===== src/hw/rtl/epda_pkg.sv =====
`timescale 1ns / 1ps
// ----------------------------------------------------------------------------
// epda_pkg: shared types and constants of the echo pulse distance averager
// Field widths, register codes, reset values, controller state and the
// command/status structs between the controller and the datapath.
// ----------------------------------------------------------------------------
package epda_pkg;

    localparam int CAP_W      = 16;
    localparam int DIST_W     = 16;
    localparam int CFG_W      = 16;
    localparam int TALLY_W    = 8;
    localparam int SUM_W      = 20;
    localparam int IDX_W      = 5;
    localparam int CFG_IDX_W  = 4;
    // n * M + M + f stays below 2^25
    localparam int WIDTH_W    = 25;
    localparam int PROD_W     = WIDTH_W + CFG_W;

    localparam logic CMD_TICK    = 1'b0;
    localparam logic CMD_CAPTURE = 1'b1;

    localparam logic [TALLY_W-1:0] TALLY_MAX    = '1;
    localparam logic               RST_AVG_EN   = 1'b1;
    localparam logic [CFG_W-1:0]   RST_MODULUS  = 16'hFFFF;
    localparam logic [CFG_W-1:0]   RST_SCALE    = 16'd1;
    localparam logic [CFG_W-1:0]   RST_MAX_DIST = 16'd450;
    localparam logic [IDX_W-1:0]   IDX_FIRST    = 5'd1;

    typedef enum logic [CFG_IDX_W-1:0] {
        REG_AVG_EN   = 4'd0,
        REG_MODULUS  = 4'd1,
        REG_SCALE    = 4'd2,
        REG_MAX_DIST = 4'd3
    } t_cfg_reg;

    typedef enum logic [2:0] {
        ST_IDLE,
        ST_WIDTH,
        ST_SCALE,
        ST_CLAMP,
        ST_SUM,
        ST_DIV,
        ST_EMIT
    } t_state;

    typedef struct packed {
        logic accept;
        logic do_width;
        logic do_scale;
        logic do_clamp;
        logic do_sum;
        logic do_div;
        logic do_emit;
    } t_dp_cmd;

    typedef struct packed {
        logic fall_capture;
        logic out_free;
    } t_dp_status;

endpackage


===== src/hw/rtl/epda_in_if.sv =====
`timescale 1ns / 1ps
// ----------------------------------------------------------------------------
// epda_in_if: event channel
// Timer overflow ticks and capture events with valid/ready handshake.
// ----------------------------------------------------------------------------
interface epda_in_if;
    logic                       valid;
    logic                       ready;
    logic                       cmd;
    logic                       channel;
    logic [epda_pkg::CAP_W-1:0] capture_value;

    modport source (output valid, cmd, channel, capture_value, input ready);
    modport sink   (input valid, cmd, channel, capture_value, output ready);
endinterface


===== src/hw/rtl/epda_out_if.sv =====
`timescale 1ns / 1ps
// ----------------------------------------------------------------------------
// epda_out_if: result channel
// One measurement result per falling edge with valid/ready handshake.
// ----------------------------------------------------------------------------
interface epda_out_if;
    logic                        valid;
    logic                        ready;
    logic                        source_channel;
    logic [epda_pkg::DIST_W-1:0] distance;
    logic                        report_valid;
    logic [epda_pkg::DIST_W-1:0] report_distance;
    logic                        trigger_next;

    modport source (output valid, source_channel, distance, report_valid,
                    report_distance, trigger_next, input ready);
    modport sink   (input valid, source_channel, distance, report_valid,
                    report_distance, trigger_next, output ready);
endinterface


===== src/hw/rtl/epda_cfg_if.sv =====
`timescale 1ns / 1ps
// ----------------------------------------------------------------------------
// epda_cfg_if: configuration write channel
// Register index and write data with valid/ready handshake.
// ----------------------------------------------------------------------------
interface epda_cfg_if;
    logic                           valid;
    logic                           ready;
    logic [epda_pkg::CFG_IDX_W-1:0] index;
    logic [epda_pkg::CFG_W-1:0]     data;

    modport source (output valid, index, data, input ready);
    modport sink   (input valid, index, data, output ready);
endinterface


===== src/hw/rtl/epda_ctrl.sv =====
`timescale 1ns / 1ps
// ----------------------------------------------------------------------------
// epda_ctrl: sequencing controller
// Accepts events in idle and steps a falling-edge measurement through the
// width, scale, clamp, sum, divide and emit steps of the datapath.
// ----------------------------------------------------------------------------
module epda_ctrl (
    input  logic                 i_clk,
    input  logic                 i_rst_n,
    input  logic                 i_in_valid,
    input  epda_pkg::t_dp_status i_status,
    output epda_pkg::t_dp_cmd    o_cmd,
    output logic                 o_in_ready
);

    epda_pkg::t_state r_state;
    epda_pkg::t_state n_state;

    always_ff @(posedge i_clk) begin
        if (!i_rst_n) begin
            r_state <= epda_pkg::ST_IDLE;
        end else begin
            r_state <= n_state;
        end
    end

    always_comb begin
        n_state = r_state;
        unique case (r_state)
            epda_pkg::ST_IDLE: begin
                if (i_in_valid && i_status.fall_capture) begin
                    n_state = epda_pkg::ST_WIDTH;
                end
            end
            epda_pkg::ST_WIDTH: n_state = epda_pkg::ST_SCALE;
            epda_pkg::ST_SCALE: n_state = epda_pkg::ST_CLAMP;
            epda_pkg::ST_CLAMP: n_state = epda_pkg::ST_SUM;
            epda_pkg::ST_SUM:   n_state = epda_pkg::ST_DIV;
            epda_pkg::ST_DIV:   n_state = epda_pkg::ST_EMIT;
            epda_pkg::ST_EMIT: begin
                // hold until the output register can take the result
                if (i_status.out_free) begin
                    n_state = epda_pkg::ST_IDLE;
                end
            end
            default: n_state = epda_pkg::ST_IDLE;
        endcase
    end

    always_comb begin
        o_cmd      = '0;
        o_in_ready = 1'b0;
        unique case (r_state)
            epda_pkg::ST_IDLE: begin
                o_in_ready   = 1'b1;
                o_cmd.accept = i_in_valid;
            end
            epda_pkg::ST_WIDTH: o_cmd.do_width = 1'b1;
            epda_pkg::ST_SCALE: o_cmd.do_scale = 1'b1;
            epda_pkg::ST_CLAMP: o_cmd.do_clamp = 1'b1;
            epda_pkg::ST_SUM:   o_cmd.do_sum   = 1'b1;
            epda_pkg::ST_DIV:   o_cmd.do_div   = 1'b1;
            epda_pkg::ST_EMIT:  o_cmd.do_emit  = i_status.out_free;
            default: o_cmd = '0;
        endcase
    end

endmodule


===== src/hw/rtl/epda_dp.sv =====
`timescale 1ns / 1ps
// ----------------------------------------------------------------------------
// epda_dp: measurement datapath
// Configuration registers, per-channel pulse state, width/scale/clamp
// arithmetic, averaging with a reciprocal divide and the output register.
// ----------------------------------------------------------------------------
module epda_dp #(
    parameter int AVG_COUNT    = 10,
    parameter int NUM_CHANNELS = 2
) (
    input  logic                           i_clk,
    input  logic                           i_rst_n,
    input  epda_pkg::t_dp_cmd              i_cmd,
    output epda_pkg::t_dp_status           o_status,
    input  logic                           i_in_cmd,
    input  logic                           i_in_channel,
    input  logic [epda_pkg::CAP_W-1:0]     i_in_capture_value,
    input  logic                           i_cfg_valid,
    input  logic [epda_pkg::CFG_IDX_W-1:0] i_cfg_index,
    input  logic [epda_pkg::CFG_W-1:0]     i_cfg_data,
    input  logic                           i_out_ready,
    output logic                           o_out_valid,
    output logic                           o_out_source_channel,
    output logic [epda_pkg::DIST_W-1:0]    o_out_distance,
    output logic                           o_out_report_valid,
    output logic [epda_pkg::DIST_W-1:0]    o_out_report_distance,
    output logic                           o_out_trigger_next
);

    localparam int CH_W        = (NUM_CHANNELS > 1) ? $clog2(NUM_CHANNELS) : 1;
    localparam int DIV_SHIFT   = epda_pkg::SUM_W + $clog2(AVG_COUNT);
    localparam int DIV_MULT_W  = epda_pkg::SUM_W + 1;
    localparam int QPROD_W     = epda_pkg::SUM_W + DIV_MULT_W;
    // ceil(2^(N+l) / d) gives an exact quotient for every N-bit dividend
    localparam logic [DIV_MULT_W-1:0] DIV_MULT =
        DIV_MULT_W'(((64'd1 << DIV_SHIFT) + 64'(AVG_COUNT) - 64'd1) / 64'(AVG_COUNT));
    localparam logic [epda_pkg::IDX_W-1:0] IDX_LAST = epda_pkg::IDX_W'(AVG_COUNT);
    localparam logic [2:0] NCH = 3'(NUM_CHANNELS);

    // configuration
    logic                       r_avg_en;
    logic [epda_pkg::CFG_W-1:0] r_modulus;
    logic [epda_pkg::CFG_W-1:0] r_scale;
    logic [epda_pkg::CFG_W-1:0] r_max_dist;

    // per-channel state
    logic                         r_await [NUM_CHANNELS];
    logic [epda_pkg::CAP_W-1:0]   r_rise  [NUM_CHANNELS];
    logic [epda_pkg::TALLY_W-1:0] r_tally [NUM_CHANNELS];
    logic [epda_pkg::SUM_W-1:0]   r_sum   [NUM_CHANNELS];
    logic [epda_pkg::IDX_W-1:0]   r_idx   [NUM_CHANNELS];

    // measurement in flight
    logic [CH_W-1:0]             r_ch;
    logic                        r_src;
    logic [epda_pkg::CAP_W-1:0]  r_fall;
    logic [epda_pkg::WIDTH_W-1:0] r_width;
    logic [epda_pkg::PROD_W-1:0] r_prod;
    logic [epda_pkg::DIST_W-1:0] r_dist;
    logic [epda_pkg::SUM_W-1:0]  r_sum_q;
    logic                        r_rep_due;
    logic [QPROD_W-1:0]          r_qprod;

    // output register
    logic                        r_out_valid;
    logic                        r_out_src;
    logic [epda_pkg::DIST_W-1:0] r_out_dist;
    logic                        r_out_rep_valid;
    logic [epda_pkg::DIST_W-1:0] r_out_rep;
    logic                        r_out_trig;

    logic                         w_ch_ok;
    logic [CH_W-1:0]              w_ch_idx;
    logic                         w_is_capture;
    logic                         w_fall;
    logic [epda_pkg::WIDTH_W-1:0] w_base;
    logic [epda_pkg::WIDTH_W-1:0] w_wrap;
    logic [epda_pkg::WIDTH_W-1:0] w_rise_x;
    logic [epda_pkg::WIDTH_W-1:0] w_fall_x;
    logic [epda_pkg::WIDTH_W-1:0] w_width;
    logic [epda_pkg::PROD_W-1:0]  w_prod;
    logic [epda_pkg::PROD_W-2:0]  w_half;
    logic [epda_pkg::SUM_W-1:0]   w_new_sum;
    logic [QPROD_W-1:0]           w_qprod;
    logic [epda_pkg::DIST_W-1:0]  w_quot;
    logic [epda_pkg::DIST_W-1:0]  w_rep;
    logic [2:0]                   w_next;
    logic                         w_trig;

    // ---------------- input decode ----------------
    assign w_ch_ok      = (NUM_CHANNELS > 1) || (i_in_channel == 1'b0);
    assign w_ch_idx     = CH_W'(i_in_channel);
    assign w_is_capture = (i_in_cmd == epda_pkg::CMD_CAPTURE) && w_ch_ok;
    assign w_fall       = w_is_capture && r_await[w_ch_idx];

    assign o_status.fall_capture = w_fall;
    assign o_status.out_free     = !r_out_valid || i_out_ready;

    // ---------------- arithmetic ----------------
    assign w_base   = epda_pkg::WIDTH_W'(r_tally[r_ch]) * epda_pkg::WIDTH_W'(r_modulus);
    assign w_rise_x = epda_pkg::WIDTH_W'(r_rise[r_ch]);
    assign w_fall_x = epda_pkg::WIDTH_W'(r_fall);
    assign w_wrap   = epda_pkg::WIDTH_W'(r_modulus) + w_fall_x + w_base;

    always_comb begin
        if (w_fall_x >= w_rise_x) begin
            w_width = w_fall_x - w_rise_x + w_base;
        end else if (w_wrap < w_rise_x) begin
            // only a capture above the modulus gets here
            w_width = '0;
        end else begin
            w_width = w_wrap - w_rise_x;
        end
    end

    assign w_prod    = epda_pkg::PROD_W'(r_width) * epda_pkg::PROD_W'(r_scale);
    assign w_half    = r_prod[epda_pkg::PROD_W-1:1];
    assign w_new_sum = r_sum[r_ch] + epda_pkg::SUM_W'(r_dist);
    assign w_qprod   = QPROD_W'(r_sum_q) * QPROD_W'(DIV_MULT);
    assign w_quot    = r_qprod[DIV_SHIFT +: epda_pkg::DIST_W];

    always_comb begin
        if (!r_avg_en) begin
            w_rep = r_dist;
        end else if (r_rep_due) begin
            w_rep = w_quot;
        end else begin
            w_rep = '0;
        end
    end

    always_comb begin
        w_next = 3'(r_src) + 3'd1;
        if (w_next >= NCH) begin
            w_next = w_next - NCH;
        end
    end
    assign w_trig = w_next[0];

    // ---------------- configuration ----------------
    always_ff @(posedge i_clk) begin
        if (!i_rst_n) begin
            r_avg_en   <= epda_pkg::RST_AVG_EN;
            r_modulus  <= epda_pkg::RST_MODULUS;
            r_scale    <= epda_pkg::RST_SCALE;
            r_max_dist <= epda_pkg::RST_MAX_DIST;
        end else if (i_cfg_valid) begin
            unique case (i_cfg_index)
                epda_pkg::REG_AVG_EN:   r_avg_en   <= i_cfg_data[0];
                epda_pkg::REG_MODULUS:  r_modulus  <= i_cfg_data;
                epda_pkg::REG_SCALE:    r_scale    <= i_cfg_data;
                epda_pkg::REG_MAX_DIST: r_max_dist <= i_cfg_data;
                default: ;
            endcase
        end
    end

    // ---------------- channel state ----------------
    always_ff @(posedge i_clk) begin
        if (!i_rst_n) begin
            for (int i = 0; i < NUM_CHANNELS; i++) begin
                r_await[i] <= 1'b0;
                r_rise[i]  <= '0;
                r_tally[i] <= '0;
                r_sum[i]   <= '0;
                r_idx[i]   <= epda_pkg::IDX_FIRST;
            end
        end else begin
            if (i_cmd.accept) begin
                if (i_in_cmd == epda_pkg::CMD_TICK) begin
                    for (int i = 0; i < NUM_CHANNELS; i++) begin
                        if (r_tally[i] != epda_pkg::TALLY_MAX) begin
                            r_tally[i] <= r_tally[i] + 1'b1;
                        end
                    end
                end else if (w_is_capture) begin
                    if (r_await[w_ch_idx]) begin
                        r_await[w_ch_idx] <= 1'b0;
                    end else begin
                        r_await[w_ch_idx] <= 1'b1;
                        r_rise[w_ch_idx]  <= i_in_capture_value;
                        r_tally[w_ch_idx] <= '0;
                    end
                end
            end
            if (i_cmd.do_sum && r_avg_en) begin
                if (r_idx[r_ch] < IDX_LAST) begin
                    r_sum[r_ch] <= w_new_sum;
                    r_idx[r_ch] <= r_idx[r_ch] + 1'b1;
                end else begin
                    r_sum[r_ch] <= '0;
                    r_idx[r_ch] <= epda_pkg::IDX_FIRST;
                end
            end
        end
    end

    // ---------------- measurement steps ----------------
    always_ff @(posedge i_clk) begin
        if (i_cmd.accept && w_fall) begin
            r_ch   <= w_ch_idx;
            r_src  <= i_in_channel;
            r_fall <= i_in_capture_value;
        end
        if (i_cmd.do_width) begin
            r_width <= w_width;
        end
        if (i_cmd.do_scale) begin
            r_prod <= w_prod;
        end
        if (i_cmd.do_clamp) begin
            r_dist <= (w_half > (epda_pkg::PROD_W-1)'(r_max_dist)) ?
                      r_max_dist : w_half[epda_pkg::DIST_W-1:0];
        end
        if (i_cmd.do_sum) begin
            r_sum_q   <= w_new_sum;
            r_rep_due <= !r_avg_en || (r_idx[r_ch] >= IDX_LAST);
        end
        if (i_cmd.do_div) begin
            r_qprod <= w_qprod;
        end
    end

    // ---------------- output register ----------------
    always_ff @(posedge i_clk) begin
        if (!i_rst_n) begin
            r_out_valid <= 1'b0;
        end else if (i_cmd.do_emit) begin
            r_out_valid <= 1'b1;
        end else if (i_out_ready) begin
            r_out_valid <= 1'b0;
        end
    end

    always_ff @(posedge i_clk) begin
        if (i_cmd.do_emit) begin
            r_out_src       <= r_src;
            r_out_dist      <= r_dist;
            r_out_rep_valid <= r_rep_due;
            r_out_rep       <= w_rep;
            r_out_trig      <= w_trig;
        end
    end

    assign o_out_valid           = r_out_valid;
    assign o_out_source_channel  = r_out_src;
    assign o_out_distance        = r_out_dist;
    assign o_out_report_valid    = r_out_rep_valid;
    assign o_out_report_distance = r_out_rep;
    assign o_out_trigger_next    = r_out_trig;

endmodule


===== src/hw/rtl/echo_pulse_distance_averager.sv =====
`timescale 1ns / 1ps
// Timer ticks, rising-edge captures and ignored captures are taken in idle and leave the controller there.
// A falling-edge capture runs six sequencer steps (width, scale, clamp, sum,
// divide, emit): the emit step registers the result and returns to idle, where
// the next event is taken, so no event is accepted while a measurement runs.
// The emit step holds while the output register is still full.
// Synchronous active-low reset loads register defaults and resets all channel state.
// ----------------------------------------------------------------------------
// echo_pulse_distance_averager: two-channel ultrasonic echo ranging
// Times echo pulses from capture events, converts to a clamped distance
// and optionally averages a fixed number of distances per channel.
// ----------------------------------------------------------------------------
module echo_pulse_distance_averager #(
    parameter int AVG_COUNT    = 10,
    parameter int NUM_CHANNELS = 2
) (
    input  logic       i_clk,
    input  logic       i_rst_n,
    epda_in_if.sink    i_in,
    epda_out_if.source o_out,
    epda_cfg_if.sink   i_cfg
);

    epda_pkg::t_dp_cmd    w_cmd;
    epda_pkg::t_dp_status w_status;

    assign i_cfg.ready = 1'b1;

    epda_ctrl u_ctrl (
        .i_clk      (i_clk),
        .i_rst_n    (i_rst_n),
        .i_in_valid (i_in.valid),
        .i_status   (w_status),
        .o_cmd      (w_cmd),
        .o_in_ready (i_in.ready)
    );

    epda_dp #(
        .AVG_COUNT    (AVG_COUNT),
        .NUM_CHANNELS (NUM_CHANNELS)
    ) u_dp (
        .i_clk                 (i_clk),
        .i_rst_n               (i_rst_n),
        .i_cmd                 (w_cmd),
        .o_status              (w_status),
        .i_in_cmd              (i_in.cmd),
        .i_in_channel          (i_in.channel),
        .i_in_capture_value    (i_in.capture_value),
        .i_cfg_valid           (i_cfg.valid),
        .i_cfg_index           (i_cfg.index),
        .i_cfg_data            (i_cfg.data),
        .i_out_ready           (o_out.ready),
        .o_out_valid           (o_out.valid),
        .o_out_source_channel  (o_out.source_channel),
        .o_out_distance        (o_out.distance),
        .o_out_report_valid    (o_out.report_valid),
        .o_out_report_distance (o_out.report_distance),
        .o_out_trigger_next    (o_out.trigger_next)
    );

endmodule


===== src/flat_wrapper.sv =====
// flat-port wrapper written by rule: the top's interface ports become plain ports
module echo_pulse_distance_averager_flat 
#(
    parameter int AVG_COUNT    = 10,
    parameter int NUM_CHANNELS = 2
)
  (i_clk, i_rst_n, i_in_valid, i_in_cmd, i_in_channel, i_in_capture_value, i_in_ready, o_out_valid, o_out_source_channel, o_out_distance, o_out_report_valid, o_out_report_distance, o_out_trigger_next, o_out_ready, i_cfg_valid, i_cfg_index, i_cfg_data, i_cfg_ready);
  epda_in_if i_in_i ();
  epda_out_if o_out_i ();
  epda_cfg_if i_cfg_i ();
  input  logic i_clk;
  input  logic i_rst_n;
  input wire logic [$bits(i_in_i.valid)-1:0] i_in_valid;
  input wire logic [$bits(i_in_i.cmd)-1:0] i_in_cmd;
  input wire logic [$bits(i_in_i.channel)-1:0] i_in_channel;
  input wire logic [$bits(i_in_i.capture_value)-1:0] i_in_capture_value;
  output wire logic [$bits(i_in_i.ready)-1:0] i_in_ready;
  output wire logic [$bits(o_out_i.valid)-1:0] o_out_valid;
  output wire logic [$bits(o_out_i.source_channel)-1:0] o_out_source_channel;
  output wire logic [$bits(o_out_i.distance)-1:0] o_out_distance;
  output wire logic [$bits(o_out_i.report_valid)-1:0] o_out_report_valid;
  output wire logic [$bits(o_out_i.report_distance)-1:0] o_out_report_distance;
  output wire logic [$bits(o_out_i.trigger_next)-1:0] o_out_trigger_next;
  input wire logic [$bits(o_out_i.ready)-1:0] o_out_ready;
  input wire logic [$bits(i_cfg_i.valid)-1:0] i_cfg_valid;
  input wire logic [$bits(i_cfg_i.index)-1:0] i_cfg_index;
  input wire logic [$bits(i_cfg_i.data)-1:0] i_cfg_data;
  output wire logic [$bits(i_cfg_i.ready)-1:0] i_cfg_ready;
  assign i_in_i.valid = i_in_valid;
  assign i_in_i.cmd = i_in_cmd;
  assign i_in_i.channel = i_in_channel;
  assign i_in_i.capture_value = i_in_capture_value;
  assign i_in_ready = i_in_i.ready;
  assign o_out_valid = o_out_i.valid;
  assign o_out_source_channel = o_out_i.source_channel;
  assign o_out_distance = o_out_i.distance;
  assign o_out_report_valid = o_out_i.report_valid;
  assign o_out_report_distance = o_out_i.report_distance;
  assign o_out_trigger_next = o_out_i.trigger_next;
  assign o_out_i.ready = o_out_ready;
  assign i_cfg_i.valid = i_cfg_valid;
  assign i_cfg_i.index = i_cfg_index;
  assign i_cfg_i.data = i_cfg_data;
  assign i_cfg_ready = i_cfg_i.ready;
  echo_pulse_distance_averager #(.AVG_COUNT(AVG_COUNT), .NUM_CHANNELS(NUM_CHANNELS)) u_core (.i_clk(i_clk), .i_rst_n(i_rst_n), .i_in(i_in_i), .o_out(o_out_i), .i_cfg(i_cfg_i));
endmodule

===== config.mk =====
export PLATFORM = sky130hd
export DESIGN_NAME = echo_pulse_distance_averager_flat
export DESIGN_NICKNAME = d
export VERILOG_FILES = /design/src/hw/rtl/epda_pkg.sv /design/src/hw/rtl/epda_in_if.sv /design/src/hw/rtl/epda_out_if.sv /design/src/hw/rtl/epda_cfg_if.sv /design/src/hw/rtl/epda_ctrl.sv /design/src/hw/rtl/epda_dp.sv /design/src/hw/rtl/echo_pulse_distance_averager.sv /design/src/flat_wrapper.sv
export SDC_FILE = /design/constraint.sdc
export NUM_CORES = 2
export LEC_CHECK = 0
export BUFFER_PORTS_ARGS = -buffer_cell sky130_fd_sc_hd__buf_2
export CORE_MARGIN = 2
export CORE_UTILIZATION = 55
export CTS_BUF_LIST = sky130_fd_sc_hd__clkbuf_4 sky130_fd_sc_hd__clkbuf_8
export CTS_CLUSTER_DIAMETER = 100
export DETAILED_ROUTE_END_ITERATION = 10
export MAX_ROUTING_LAYER = met4
export PLACE_DENSITY = 0.8
export SKIP_CTS_REPAIR_TIMING = 1
export SLEW_MARGIN = 30
export SYNTH_ARGS = -nofsm -noshare
export SYNTH_HDL_FRONTEND = slang
export SYNTH_HIERARCHICAL = 1
export SYNTH_SLANG_ARGS = --single-unit

===== constraint.sdc =====
create_clock -name i_clk -period 14.02 [get_ports i_clk]
set_clock_uncertainty 0.1 [all_clocks]
set_input_delay 2.103 -clock i_clk [delete_from_list [all_inputs] [get_ports i_clk]]
set_output_delay 2.103 -clock i_clk [all_outputs]
set_load 0.02 [all_outputs]

==> reports/metrics.csv <==
stage,metric,value,unit
timing,"Hold Vio Cnt, Final",0,
drt,DR pass1 iterations,7,
placement,routability cong.,0.983,
synthesis,"Async S/R FF share, synth",0,%
timing,worst slew margin relative to its limit,35.5,%
clocking,clock latency on the worst-skew pair,0.65,ns
worst_setup_path,Critical path buffers and inverters,4,
drt,number of nets with antenna violations after routing,0,
pwr,power share of the sequential group,38.0,%
placement,instance count after placement with tap cells included,5118,
pwr,power per cell area,66.6,nW/um2
final_layout,Synth-to-Final Area Change,6.53,%
worst_setup_path,highest-delay cell along the critical path,dfxtp_2,
final_layout,fraction of final layout cells sized beyond drive strength 1,6.42,%
clocking,TritonCTS Buffers,51,
final_layout,fin nets,5277,
outcome,result of the run,completed,
timing,post-route worst hold slack,0.367,ns
final_layout,non-filler cells in the finished layout,5216,
pwr,Leak,20.2,nW
clocking,CTS H-tree depth,2,
synthesis,sequential-to-total area share from yosys stat,22.2,%
timing,Setup Total Neg Slack,0,ns
synthesis,number of distinct standard cells referenced by the synthesized netlist,84,
worst_setup_path,data arrival time of the critical path,10.19,ns
pwr,switching power of the nets,940,uW
worst_setup_path,critical path endpoint category,flip-flop,
synthesis,total of flip-flops plus latches after synthesis,324,
timing,"Period Utilization, post-route",70.8,%
global_routing,grt total ovfl,0,
clocking,TritonCTS clock tree,built,
timing,count of final max-slew check failures,0,
placement,number of buffer cells added on primary ports,79,
timing,setup repair after global routing missed its margin,no,
synthesis,synthesized cell area,40600,um2
drt,number of vias after detailed routing,29400,
global_routing,antenna violations before repair,2,
worst_setup_path,reg2reg path depth,30,
timing,slew at the pin closest to its max-slew limit,0.967,ns
final_layout,final core area utilization,59.2,%
die,area of the placeable core,73000,um2
synthesis,number of cells produced by synthesis,4170,
worst_setup_path,max incr delay on CP,0.85,ns
synthesis,largest cells by area after synthesis,"fa_1, edfxtp_1, ha_1",
worst_hold_path,Hold Crit Class,reg -> reg,
worst_setup_path,cell occurring most often along the worst timing path,fa_1,
drt,number of vias per cell,5.64,
worst_setup_path,number of gates on the worst path with buffers counted,30,
synthesis,Synthesis Warnings,6,
drt,routed wire length per instance,19.3,um
die,number of placement rows,99,
pwr,proportion of power drawn by the clock network,33.2,%
pwr,highest ir drop seen on vdd,0.000103,V
timing,fin crit period,9.93,ns
pwr,share of power burned in combinational logic,28.8,%
global_routing,GR Util All Layers,28.1,%
worst_setup_path,crit-path leading delay family,adder cells,
worst_hold_path,number of stages on the worst hold path,2,
synthesis,most frequently used flop master after synthesis,edfxtp_1,
drt,number of remaining DRC errors,0,
die,number of ports placed on the die boundary,81,
synthesis,number of enable flip-flop cells after synthesis,252,
global_routing,global-route wire length before repair,162000,um
synthesis,most area-hungry cell type in the Yosys netlist,fa_1,
pwr,net switching fraction of the power,32.7,%
timing,Final setup viols,0,
die,width of the die,276,um
clocking,maximum clock insertion buffer count,3,
clocking,clock net sink count,324,
worst_hold_path,hold_sp,u_core/u_dp/r_max_dist[10],
worst_setup_path,worst-path maximum fanout,27,
synthesis,synthesized area per cell,9.73,um2
clocking,cell at the root of the clock tree,clkbuf_8,
drt,total wire length,101000,um
placement,Detail Placement HPWL,79900,um
timing,Highest Clock Rate,101,MHz
global_routing,maximum number of pins on one net before global-route repair,65,
global_routing,vias in the first global route,30300,
worst_setup_path,worst endpoint required time,14.28,ns
pwr,design internal power,1.94,mW
clocking,clock transition at the registers of the reported paths,0.07,ns
die,die footprint,75900,um2
worst_setup_path,path type of the worst setup path,reg -> reg,
die,Initial Util,55.6,%
synthesis,portion of synthesized cell area occupied by the leading cell type,27.8,%
drt,number of violations reported at the end of detailed-routing iteration 0,2636,
job,# Max-Cap Violations,0,
die,height of the chip,276,um
worst_setup_path,crit start category,flip-flop,
==> routing by layer <==
layer,vias up,routed length [um],track usage (%)
met3,206,7560,3.00
met2,1088,46900,44.5
li1,13500,-,-
met1,14700,43500,38.7
met5,-,0,-
met4,0,2930,7.88
==> worst register-to-register path: cells and delay by family, from the launching register on <==
family,cells,cell delay (ns)
mux,1,0.57
compound gates,10,2.80
buf+inv,4,0.23
simple gates,5,0.95
xor+xnor,2,0.41
flops,1,0.85
fa+ha+maj,8,3.71
==> state kept, by name, indices dropped and copies added, names as in the netlist, 2 cells and up, named ones only <==
signal                             flops
u_core/u_dp/r_max_dist                16
u_core/u_dp/r_prod                    40
u_core/u_dp/r_sum_q                   20
u_core/u_dp/r_width                   25
u_core/u_dp/r_dist                    16
u_core/u_dp/r_sum                     40
u_core/u_dp/r_modulus                 16
u_core/u_dp/r_qprod                   16
u_core/u_dp/o_out_report_distance     16
u_core/u_ctrl/r_state                  3
u_core/u_dp/r_tally                   16
u_core/u_dp/r_idx                     10
u_core/u_dp/r_await                    2
u_core/u_dp/r_fall                    16
u_core/u_dp/o_out_distance            16
u_core/u_dp/r_rise                    32
u_core/u_dp/r_scale                   16
==> placed cells by master (no fill, tap or decap), types with 32 or more instances in the layout <==
cell	count
inv_1	802
fa_1	564
nand2_1	480
ha_1	458
edfxtp_1	252
and2_1	206
nor2_1	181
a21oi_1	130
xnor2_1	100
o21ai_0	99
buf_2	79
dfxtp_1	65
xor2_1	65
a21o_1	63
clkbuf_8	56
nor2b_1	56
mux2i_1	52
nand3_1	42
nor3_1	37
buf_4	32
==> path summary, 6_finish.rpt <==
kind	to	slack [ns]
min	u_core/u_dp/r_max_dist[10]	0.37
max reg2reg	u_core/u_dp/r_width[3]	4.09
max	u_core/u_dp/r_width[3]	4.09
min reg2reg	u_core/u_dp/r_max_dist[10]	0.37
==> cells by family (layout without fill, tap and decap cells) <==
kind of cell | Yosys count | after routing | synth area share [%]
multiplexers | 78 | 78 | 2.00
XOR/XNOR | 166 | 166 | 3.60
buffers and inverters | 928 | 1012 | 8.63
other | 2 | 5 | 0.0185
adder cells (fa/ha/maj) | 1022 | 1022 | 42.0
AO/OA/AOI/OAI | 514 | 514 | 8.27
AND/OR/NAND/NOR | 1136 | 1136 | 13.3
flip-flops | 324 | 324 | 22.2
==> metrics by stage <==
step / setup slack [ns] / power [mW] / instance area [um2]
after global routing: 3.44 / 3.01 / 43200
after detailed placement: 3.94 / 1.92 / 42000
final: 4.09 / 2.88 / 43200
after floorplan: 5.34 / 1.70 / 40600
after global placement: 4.13 / 1.90 / 42000
after CTS: 3.86 / 2.87 / 43200
==> power groups by stage <==
| stage | combinational [mW] | sequential, mW | clock [mW] |
|---|---|---|---|
| CTS | 0.812 | 1.09 | 0.966 |
| global route | 0.913 | 1.09 | 1.01 |
| floorplan | 0.602 | 1.10 | 0 |
| global placement | 0.792 | 1.11 | 0 |
| finish | 0.829 | 1.09 | 0.956 |
| detailed placement | 0.806 | 1.11 | 0 |
==> synthesized netlist by cell type, types with 28 or more instances <==
cell type / number
inv_1: 802
fa_1: 564
nand2_1: 480
ha_1: 458
edfxtp_1: 252
and2_1: 206
nor2_1: 183
a21oi_1: 131
clkbuf_1: 109
o21ai_0: 100
xnor2_1: 100
dfxtp_1: 72
xor2_1: 65
a21o_1: 63
nor2b_1: 57
mux2i_1: 52
nand3_1: 44
nor3_1: 38
nand2b_1: 30
o21a_1: 28
==> area by class of cell <==
type	instances	area, um2
Tap cell	959	1200
Timing Repair Buffer	111	636
Antenna cell	2	5.00
Fill cell	6021	29700
Clock inverter	24	322
Inverter	805	3020
Clock buffer	72	891
Sequential cell	324	9020
Multi-Input combinational cell	2919	28100
(Power assumes the default switching activity.)
